===== config.mk =====
export PLATFORM = sky130hd
export DESIGN_NAME = ple_cell
export DESIGN_NICKNAME = d
export VERILOG_FILES = /design/src/hw/rtl/ple_pkg.sv /design/src/hw/rtl/ple_cell.sv
export SDC_FILE = /design/constraint.sdc
export NUM_CORES = 1
export LEC_CHECK = 0
export BUFFER_PORTS_ARGS = -buffer_cell sky130_fd_sc_hd__buf_2
export CORE_UTILIZATION = 35
export CTS_CLUSTER_DIAMETER = 200
export DETAILED_ROUTE_END_ITERATION = 10
export PLACE_DENSITY = 0.77
export SYNTH_ARGS = -nofsm -noshare
export SYNTH_HDL_FRONTEND = slang
export SYNTH_SLANG_ARGS = --single-unit

===== constraint.sdc =====
create_clock -name clk -period 2.16 [get_ports clk]
set_clock_uncertainty 0.2 [all_clocks]
set_input_delay 0.216 -clock clk [delete_from_list [all_inputs] [get_ports clk]]
set_output_delay 0.216 -clock clk [all_outputs]
set_load 0.02 [all_outputs]

===== src/hw/rtl/ple_pkg.sv =====
// Shared types and codes for the positional list engine.
package ple_pkg;

  localparam int unsigned DATA_W  = 32;
  localparam int unsigned POS_W   = 16;
  localparam int unsigned KIND_W  = 3;
  localparam int unsigned COUNT_W = 9;

  typedef enum logic [KIND_W-1:0] {
    KIND_PUSH_FRONT = 3'd0,
    KIND_PUSH_BACK  = 3'd1,
    KIND_POP_FRONT  = 3'd2,
    KIND_POP_BACK   = 3'd3,
    KIND_INSERT_AT  = 3'd4,
    KIND_REMOVE_AT  = 3'd5
  } kind_t;

  typedef enum logic [1:0] {
    OP_NONE,
    OP_INS,
    OP_DEL
  } op_t;

  typedef enum logic [1:0] {
    ST_IDLE,
    ST_SEL,
    ST_APPLY
  } state_t;

  // Command broadcast to every cell of the chain.
  typedef struct packed {
    logic en;
    op_t  op;
  } cell_cmd_t;

endpackage


===== src/hw/rtl/ple_cell.sv =====
// One storage cell of the list chain: holds one entry, shifts with its neighbors.
module ple_cell import ple_pkg::*; #(
  parameter int unsigned IW = 8
) (
  input  logic              clk,
  input  cell_cmd_t         cmd,
  input  logic [IW-1:0]     my_index,
  input  logic [IW-1:0]     idx,
  input  logic [DATA_W-1:0] new_value,
  input  logic [DATA_W-1:0] prev_data,
  input  logic [DATA_W-1:0] next_data,
  output logic [DATA_W-1:0] data,
  output logic [DATA_W-1:0] leaf
);

  logic [DATA_W-1:0] data_r;
  logic              at_idx;
  logic              past_idx;

  assign at_idx   = (my_index == idx);
  assign past_idx = (my_index > idx);

  always_ff @(posedge clk) begin
    if (cmd.en) begin
      case (cmd.op)
        OP_INS: begin
          if (at_idx) begin
            data_r <= new_value;
          end else if (past_idx) begin
            data_r <= prev_data;
          end
        end
        OP_DEL: begin
          if (at_idx || past_idx) begin
            data_r <= next_data;
          end
        end
        default: begin
        end
      endcase
    end
  end

  assign data = data_r;
  // Offer own entry to the extraction tree only when selected
  assign leaf = at_idx ? data_r : '0;

endmodule


==> out/metrics.yaml, run 1 <==
status: "finished clean"
clkSinkCount: 32
crit_fanout: 29
p_seq_share_pct: 49.6
rows: 28
seq_area_sq_um: 961
cts_hold_buffers: 0
yosys_warnings: 0
hpwlAfterDp_mm: 4.21
min_path_cells: 3
hold_path_end: "data[26]"
boundaryPins: 180
grt_max_degree: 65
synth_cell_types: 23
final.setup.tns_ps: 0
critPathBufInv: 5
ctsResizeCount: 0
final_cell_mix: "179 x buf_2, 33 x nand2_1"
crit_path_start_kind: "input pin"
grt_busiest_layer: "met2"
arrival_ps: 1500
drv_cap: 0
detail-route-antenna-nets: 0
drt_iter0_drc: 38
cpPeakStageDelay_ps: 280
clk_pin_slew_ps: 60
wl_per_cell_um: 11.1
dieArea_sq_um: 6400
routed_wl_mm: 5.09
layout.nets: 507
track_usage_pct: 15.4
fp.dieH_um: 80.0
fp.coreArea_sq_um: 5890
critPathKind: "in2out"
met1_usage_pct: 14.8
setup_violations: 0
p_leak_nw: 1.53
worst_path_dominant_cell_family: "buffers and inverters"
start_util_pct: 36.2
syn_avg_cell_area_sq_um: 10.4
dr.pass1.iters: 4
setup_ws_ps: 248
tritoncts: "done"
gp_congestion: 0.711
worst_slew_pin_slew_ps: 356
crit_top_cell: "buf_2"
pre_cts_slack_ps: -8.44
clock-root-buffer: "clkbuf_8"
required_ps: 1740
slew_headroom_pct: 75.6
endpoint_kind: "output pin"
synth_cells: 204
min_period_ps: 1910
hold_path.startpoint: "next_data[26]"
yosys_register_bits: 32
syn_nets: 328
cts_max_level: 2
p_int_mw: 1.13
use_met3_pct: 3.89
cts_buffer_depth: 2
p_total_mw: 1.52
crit_chain: "buf_2, inv_1, ha_1, buf_4, nand4_4, nor2_8, buf_12, and2_1, buf_2"
grt_pass1_wl_mm: 7.56
vias_per_cell: 4.51
min_path_type: "in2reg"
slew_violations: 0
cp_slowest_cell: "ha_1"
cts_buffers: 5
net-switching-power_mw: 0.390
vias: 2068
max_clock_freq_mhz: 523
finalCritPeriodShare_pct: 88.5
synth-seq-area-share_pct: 45.1
syn_to_final_growth_pct: 50.8
final_common_cell: "buf_2"
drive_gt1_share_pct: 50.8
syn_area_sq_um: 2130
antenna_found_initial: 0
numPortBuffers: 179
switching_share_pct: 25.7
largest_reg_flops: 32
hold_viol: 0
overflow: 0
grt_pass1_vias: 1847
cts_setup_buffers: 0
die_w_um: 80.0
multi_input_area_sq_um: 1040
powerDensity_nw_per_um2: 472
num-fill-cells: 542
combinationalPowerShare_pct: 22.9
ir_drop_v: 0.000229
grt_util_met2_pct: 31.3
rsz0062_at_grt: "false"
drc: 0
p_clk_share_pct: 27.6
antenna_cells: 0
## power by group through the flow
stage          sequential (mW)  clock (mW)  combinational, mW
5_1_grt                  0.757       0.462              0.385
3_5_place_dp             0.766           0              0.352
3_3_place_gp             0.765           0              0.342
2_1_floorplan            0.812           0              0.128
4_1_cts                  0.754       0.439              0.353
6_report                 0.752       0.418              0.347
## synthesized netlist by cell type
| cell | instances | area share [%] |
|---|---|---|
| inv_1 | 8 | 1.4 |
| o21ai_0 | 1 | 0.23 |
| nor2_8 | 1 | 0.94 |
| nand2b_1 | 1 | 0.29 |
| buf_12 | 3 | 2.8 |
| buf_1 | 2 | 0.35 |
| nand2_1 | 33 | 5.8 |
| clkbuf_1 | 4 | 0.70 |
| and2_1 | 32 | 9.4 |
| ha_1 | 8 | 4.7 |
| mux2i_1 | 32 | 15 |
| o21a_1 | 1 | 0.35 |
| a21oi_1 | 2 | 0.47 |
| nor2_1 | 1 | 0.18 |
| nor3_1 | 1 | 0.23 |
| nand4_4 | 2 | 2.0 |
| a2111oi_0 | 1 | 0.41 |
| nor2b_1 | 2 | 0.59 |
| clkbuf_2 | 3 | 0.70 |
| o21ai_1 | 32 | 7.5 |
| o221a_2 | 1 | 0.53 |
| buf_2 | 1 | 0.23 |
| edfxtp_1 | 32 | 45 |
## worst max path at each step
stage,from,endpoint,slack [ps],cells past startpoint
CTS,my_index[7],leaf[3],240,7
detailed placement,my_index[0],data[16],-8,8
global route,my_index[0],data[21],120,8
finish,my_index[0],leaf[3],250,9
floorplan,my_index[0],data[0],40,6
global placement,my_index[0],data[13],-20,8
## worst min-delay path, delay by kind of cell
family          cells  cell delay, ps
simple gates        1              40
compound gates      1              50
buf+inv             1              80
## logic make-up (layout without fill, tap and decap cells)
family	count (synthesis)	in the layout	share of synthesized area (%)
and+or+nand+nor	73	73	19.4
AOI/OAI and AO/OA	38	38	9.51
muxes	32	32	15.0
DFF	32	32	45.1
buffers and inverters	21	201	6.22
adders and majority gates	8	8	4.70
## per-layer routing
metal  share of wire, %  vias up  wire length, um
met5                  0        -                0
met3                6.9        2              352
li1                   -     1070                -
met2                 56       88             2860
met1                 36      908             1850
met4               0.61        0               31
## final cells by class
class	instances	share of cell area, %
sequential	32	29.9
inverter	8	0.935
multi-input combinational	151	32.5
tap	75	2.92
clock inverter	1	0.117
clock buffer	7	2.38
timing repair buffer	185	31.2
## through the flow
step	utilization (%)	hold slack (ps)	instance area [sq um]	cells
global route	54.6	12.0	3210	459
detailed placement	53.2	302	3130	451
CTS	54.6	8.35	3210	459
finish	54.6	20.6	3210	459
global placement	53.2	293	3130	451
floorplan	-	210	2130	204
Power figures use the tool's default switching activity.
==> run 2: changes to the inputs <==
--- a/config.mk
+++ b/config.mk
@@ -5,10 +5,12 @@
 export SDC_FILE = /design/constraint.sdc
 export NUM_CORES = 1
 export LEC_CHECK = 0
+export ABC_AREA = 1
 export BUFFER_PORTS_ARGS = -buffer_cell sky130_fd_sc_hd__buf_2
-export CORE_UTILIZATION = 35
+export CORE_UTILIZATION = 36
 export CTS_CLUSTER_DIAMETER = 200
 export DETAILED_ROUTE_END_ITERATION = 10
+export HOLD_SLACK_MARGIN = 0.03
 export PLACE_DENSITY = 0.77
 export SYNTH_ARGS = -nofsm -noshare
 export SYNTH_HDL_FRONTEND = slang
==> run 2 against run 1 <==
Sequential power rose by 0.7%. Worst setup slack got worse by 42 ps. First-iteration DRC count rose by 110%. Via count rose by 41%. Wire length rose by 50%. Sequential share of layout area fell by 5.0 points. Total power rose by 19%. Critical path type unchanged. Largest power group unchanged. Highest routed layer unchanged.
==> out/metrics.yaml, run 2 <==
status: "finished clean"  # unchanged
max_clock_freq_mhz: 512  # was 523 MHz
grt_max_degree: 33  # was 65
synth_ff_type: "edfxtp_1"  # unchanged
dieArea_sq_um: 6750  # was 6400 sq um
grt_pass1_vias: 2566  # was 1,847
fin_cells: 630  # was 459
required_ps: 1740  # about the same
setup_violations: 0  # unchanged
cp_slowest_cell: "ha_4"  # was ha_1
crit_path_start_kind: "input pin"  # unchanged
synth_top_cell_by_area: "edfxtp_1"  # unchanged
track_usage_pct: 22.0  # was 15.4%
grt_pass1_wl_mm: 11.1  # was 7.56 mm
synth_edf_count: 32  # unchanged
yosys-top-cells-count: "171 x nand2_1, 46 x inv_1, 36 x nor2_1"  # was 33 x nand2_1, 32 x and2_1, 32 x edfxtp_1, 32 x mux2i_1, 32 x o21ai_1
hpwlAfterDp_mm: 5.32  # was 4.21 mm
overflow: 0  # unchanged
cts_setup_buffers: 0  # unchanged
powerDensity_nw_per_um2: 466  # was 472 nW/um^2
crit_top_cell: "buf_2"  # unchanged
min_path_type: "in2reg"  # unchanged
largest_reg_flops: 32  # unchanged
p_total_mw: 1.80  # was 1.52 mW
drc: 0  # unchanged
met1_usage_pct: 23.4  # was 14.8%
clk_pin_slew_ps: 70  # was 60 ps
worst_slew_pin_slew_ps: 959  # was 356 ps
rsz0062_at_grt: "false"  # unchanged
yosysMostFrequentCell: "nand2_1"  # unchanged
setup_ws_ps: 206  # was 248 ps
grt_util_met2_pct: 43.0  # was 31.3%
vias_per_cell: 4.61  # was 4.51
detail-route-antenna-nets: 0  # unchanged
critPathBufInv: 4  # was 5
yosys_warnings: 0  # unchanged
endpoint_kind: "output pin"  # unchanged
drt_iter0_drc: 80  # was 38
gp_congestion: 0.808  # was 0.711
pre_cts_slack_ps: 173  # was -8.44 ps
crit_fanout: 32  # was 29
routed_wl_mm: 7.62  # was 5.09 mm
cts_max_level: 2  # unchanged
start_util_pct: 38.2  # was 36.2%
drv_cap: 0  # unchanged
fin_util_pct: 63.7  # was 54.6%
ir_drop_v: 0.000254  # was 0.000229 V
rows: 28  # unchanged
min_period_ps: 1950  # was 1910 ps
finalCritPeriodShare_pct: 90.5  # was 88.5%
clock-root-buffer: "clkbuf_8"  # unchanged
dr.pass1.iters: 4  # unchanged
arrival_ps: 1540  # was 1500 ps
boundaryPins: 180  # unchanged
cts_buffers: 5  # unchanged
async_flop_share_pct: 0  # unchanged
synth-seq-area-share_pct: 41.5  # was 45.1%
ctsResizeCount: 0  # unchanged
antenna_cells: 0  # unchanged
crit_chain: "buf_2, inv_12, ha_4, nand2_4, nor2_4, nand2_2, buf_4, nor2_1, buf_2"  # was buf_2, inv_1, ha_1, buf_4, nand4_4, nor2_8, buf_12, and2_1, buf_2
synthTopCellsByArea: "edfxtp_1 42%, nand2_1 28%, inv_1 7.5%"  # was edfxtp_1 45%, mux2i_1 15%, and2_1 9.4%
dpl.cell_count: 594  # was 451
syn_avg_cell_area_sq_um: 6.59  # was 10.4 sq um
syn_to_final_growth_pct: 66.9  # was 50.8%
numPortBuffers: 179  # unchanged
timing.hold.ws_ps: 33.7  # was 20.6 ps
cpPeakStageDelay_ps: 270  # was 280 ps
final_common_cell: "buf_2"  # unchanged
slew_violations: 0  # unchanged
grt_busiest_layer: "met2"  # unchanged
vias: 2907  # was 2,068
place_area_sq_um: 3480  # was 3130 sq um
worst_path_dominant_cell_family: "buffers and inverters"  # unchanged
syn_area_sq_um: 2310  # was 2130 sq um
drive_gt1_share_pct: 39.5  # was 50.8%
synth_cell_types: 15  # was 23
die_w_um: 82.2  # was 80.0 um
final_cell_mix: "179 x buf_2, 165 x nand2_1, 39 x inv_1"  # was 179 x buf_2, 33 x nand2_1
hold_viol: 0  # unchanged
fp.coreArea_sq_um: 6060  # was 5890 sq um
syn_nets: 475  # was 328
critPathKind: "in2out"  # unchanged
cts_buffer_depth: 2  # unchanged
antenna_found_initial: 0  # unchanged
final_area_sq_um: 3860  # was 3210 sq um
p_leak_nw: 2.26  # was 1.53 nW
cts_hold_buffers: 28  # was 0
yosys_register_bits: 32  # unchanged
synth_top_area_share_pct: 41.5  # was 45.1%
use_met3_pct: 3.08  # was 3.89%
tritoncts: "done"  # unchanged
num-fill-cells: 540  # was 542
synth_cells: 351  # was 204
final.setup.tns_ps: 0  # unchanged
layout.nets: 678  # was 507
wl_per_cell_um: 12.1  # was 11.1 um
clkSinkCount: 32  # unchanged
slew_headroom_pct: 36.0  # was 75.6%
fp.dieH_um: 82.2  # was 80.0 um
run 2: tightest hold or removal path: stages:
cell and delay [ps]:
buf_2 90, nand2_1 50, nand2_1 60
run 2: cell type report:
class / count / area [sq um] / area share [%]
Multi-Input combinational cell: 254 / 1250 / 32.3
Timing Repair Buffer: 215 / 1260 / 32.6
Sequential cell: 32 / 961 / 24.9
Inverter: 46 / 195 / 5.05
Tap cell: 75 / 93.8 / 2.43
Clock buffer: 5 / 68.8 / 1.78
Clock inverter: 3 / 37.5 / 0.972
run 2: kinds of logic after synthesis:
logic type | after synthesis | share of synthesized area (%)
adder cells (fa/ha/maj) | 8 | 4.32
buffers and inverters | 65 | 11.8
AND/OR/NAND/NOR | 241 | 41.2
flip-flops | 32 | 41.5
AO/OA/AOI/OAI | 5 | 1.08
run 2: metal layers:
metal | vias up | routed length, um
met1 | 1301 | 3030
met2 | 119 | 4050
li1 | 1471 | -
met4 | 0 | 161
met3 | 16 | 373
met5 | - | 0
run 2: worst paths after layout:
kind                 startpoint        to  slack [ps]  cells after the start
setup / recovery         idx[5]  leaf[12]         210                      9
hold / removal    next_data[20]  data[20]          30                      3
run 2: power breakdown:
part | switching, mW | internal, mW
Clock | 0.215 | 0.336
Combinational | 0.265 | 0.228
Sequential | 0.0205 | 0.737
Total | 0.500 | 1.30
==> run 3: changes to the inputs <==
--- a/config.mk
+++ b/config.mk
@@ -5,13 +5,12 @@
 export SDC_FILE = /design/constraint.sdc
 export NUM_CORES = 1
 export LEC_CHECK = 0
-export ABC_AREA = 1
 export BUFFER_PORTS_ARGS = -buffer_cell sky130_fd_sc_hd__buf_2
-export CORE_UTILIZATION = 36
+export CORE_UTILIZATION = 39
 export CTS_CLUSTER_DIAMETER = 200
 export DETAILED_ROUTE_END_ITERATION = 10
 export HOLD_SLACK_MARGIN = 0.03
-export PLACE_DENSITY = 0.77
+export PLACE_DENSITY = 0.81
 export SYNTH_ARGS = -nofsm -noshare
 export SYNTH_HDL_FRONTEND = slang
 export SYNTH_SLANG_ARGS = --single-unit
==> constraint.sdc (replaced) <==
create_clock -name clk -period 2.2 [get_ports clk]
set_clock_uncertainty 0.2 [all_clocks]
set_input_delay 0.22 -clock clk [delete_from_list [all_inputs] [get_ports clk]]
set_output_delay 0.22 -clock clk [all_outputs]
set_load 0.02 [all_outputs]
==> run 3 against run 2 <==
Clock-buffer cell count grew 1. Critical endpoint is now leaf[21]. Highest routed layer unchanged. Die area shrank 15%. Combinational power shrank 25%. Clock power decreased by 1%.
==> out/metrics.yaml, run 3 (synthesized netlist as in run 1, its figures left out) <==
critPathKind: "in2out"  # unchanged
largest_reg_flops: 32  # unchanged
grt_max_degree: 65  # was 33
multi_input_area_sq_um: 1040  # was 1250 sq um
required_ps: 1780  # was 1740 ps
vias_per_cell: 4.65  # was 4.61
dr.pass1.iters: 4  # unchanged
worst_slew_pin_slew_ps: 568  # was 959 ps
vias: 2208  # was 2,907
crit_path_start_kind: "input pin"  # unchanged
gp_congestion: 0.727  # was 0.808
status: "finished clean"  # unchanged
grt_pass1_vias: 2177  # was 2,566
overflow: 0  # unchanged
seq_area_sq_um: 961  # unchanged
fin_cells: 475  # was 630
final_cell_mix: "179 x buf_2, 33 x nand2_1"  # was 179 x buf_2, 165 x nand2_1, 39 x inv_1
finalCritPeriodShare_pct: 89.1
setup_violations: 0  # unchanged
dpl.cell_count: 446  # was 594
dieArea_sq_um: 5760  # was 6750 sq um
clkSinkCount: 32  # unchanged
slew_headroom_pct: 62.1  # was 36.0%
layout.nets: 528  # was 678
track_usage_pct: 20.6  # was 22.0%
start_util_pct: 41.2  # was 38.2%
antenna_found_initial: 0  # unchanged
min_period_ps: 1960
antenna_cells: 0  # unchanged
drc: 0  # unchanged
hold_viol: 0  # unchanged
endpoint_kind: "output pin"  # unchanged
boundaryPins: 180  # unchanged
cp_slowest_cell: "ha_1"  # was ha_4
numPortBuffers: 179  # unchanged
drt_iter0_drc: 36  # was 80
tritoncts: "done"  # unchanged
rows: 26  # was 28
slew_violations: 0  # unchanged
crit_top_cell: "buf_2"  # unchanged
syn_to_final_growth_pct: 61.1  # was 66.9%
crit_fanout: 35  # was 32
arrival_ps: 1540  # about the same
cts_buffers: 5  # unchanged
die_w_um: 75.9  # was 82.2 um
crit_chain: "buf_2, inv_1, ha_1, nand4_4, nor2_8, buf_12, and2_1, buf_2"  # was buf_2, inv_12, ha_4, nand2_4, nor2_4, nand2_2, buf_4, nor2_1, buf_2
max_clock_freq_mhz: 510
grt_pass1_wl_mm: 9.56  # was 11.1 mm
cts_max_level: 2  # unchanged
drive_gt1_share_pct: 48.6  # was 39.5%
wl_per_cell_um: 12.1  # about the same
p_leak_nw: 1.63  # was 2.26 nW
routed_wl_mm: 5.73  # was 7.62 mm
clk_pin_slew_ps: 60  # was 70 ps
clock-root-buffer: "clkbuf_8"  # unchanged
fp.coreArea_sq_um: 5170  # was 6060 sq um
fp.dieH_um: 75.9  # was 82.2 um
detail-route-antenna-nets: 0  # unchanged
cpPeakStageDelay_ps: 340  # was 270 ps
min_path_type: "in2reg"  # unchanged
fin_util_pct: 66.4  # was 63.7%
powerDensity_nw_per_um2: 481  # was 466 nW/um^2
rsz0062_at_grt: "false"  # unchanged
num-fill-cells: 424  # was 540
final.setup.tns_ps: 0  # unchanged
drv_cap: 0  # unchanged
final_common_cell: "buf_2"  # unchanged
ir_drop_v: 0.000334  # was 0.000254 V
hpwlAfterDp_mm: 4.31  # was 5.32 mm
cts_buffer_depth: 2  # unchanged
==> run 3: cell count changes in the layout (fill, tap and decap cells not counted), sizes merged, moves of 2 or more <==
cell         before  now
nand3            32    0
nand4             0    2
dlygate4sd3      28   21
o21ai             1   33
a21oi             4    2
inv              46    8
nand2           171   33
and2              0   32
nor2             38    2
buf             187  185
nor2b             0    2
mux2i             0   32
==> run 3: per-layer routing <==
metal  share of wire, %  vias to the layer above  track usage (%)
met5                  0                        -                0
met4                2.8                        0             9.42
met3                6.2                       17             4.58
met2                 56                      107             41.5
met1                 35                      972             19.4
li1                   -                     1112                -
==> run 3: final timing paths <==
kind | cells after the start | startpoint | end | slack, ps
worst min-delay path | 3 | next_data[13] | data[13] | 30
worst max-delay path | 8 | idx[7] | leaf[21] | 240
==> run 3: what timing repair did <==
action                    4_1_cts  5_1_grt
hold endpoints to repair       20        1
setup buffers                   0        0
hold buffers                   20        1
gates resized for setup         0        0
==> run 3: worst max-delay path: cells and delay by family <==
| kind | cells | cell delay (ps) |
|---|---|---|
| adders and majority gates | 1 | 340 |
| buffers and inverters | 4 | 490 |
| and+or+nand+nor | 3 | 480 |
==> run 3: power by group <==
| part | internal [mW] | switching, mW | leakage (nW) |
|---|---|---|---|
| logic | 0.187 | 0.182 | 1.29 |
| clock network | 0.336 | 0.206 | 0.0552 |
| registers | 0.722 | 0.0180 | 0.286 |
| total | 1.24 | 0.406 | 1.63 |
==> run 3: cell type report <==
class,instances,area share (%)
Clock inverter,2,1.02
Clock buffer,6,2.11
Sequential cell,32,28.0
Tap cell,70,2.55
Timing Repair Buffer,206,35.0
Inverter,8,0.875
Multi-Input combinational cell,151,30.4
==> run 3: per-stage QoR <==
step	power (mW)	worst slack, ps	cell area (sq um)	hold WS (ps)
floorplan	0.923	76.6	2130	214
global placement	1.08	48.7	3110	296
detailed placement	1.09	33.3	3110	303
CTS	1.67	235	3420	30.1
global route	1.74	154	3430	34.0
finish	1.65	240	3430	31.3
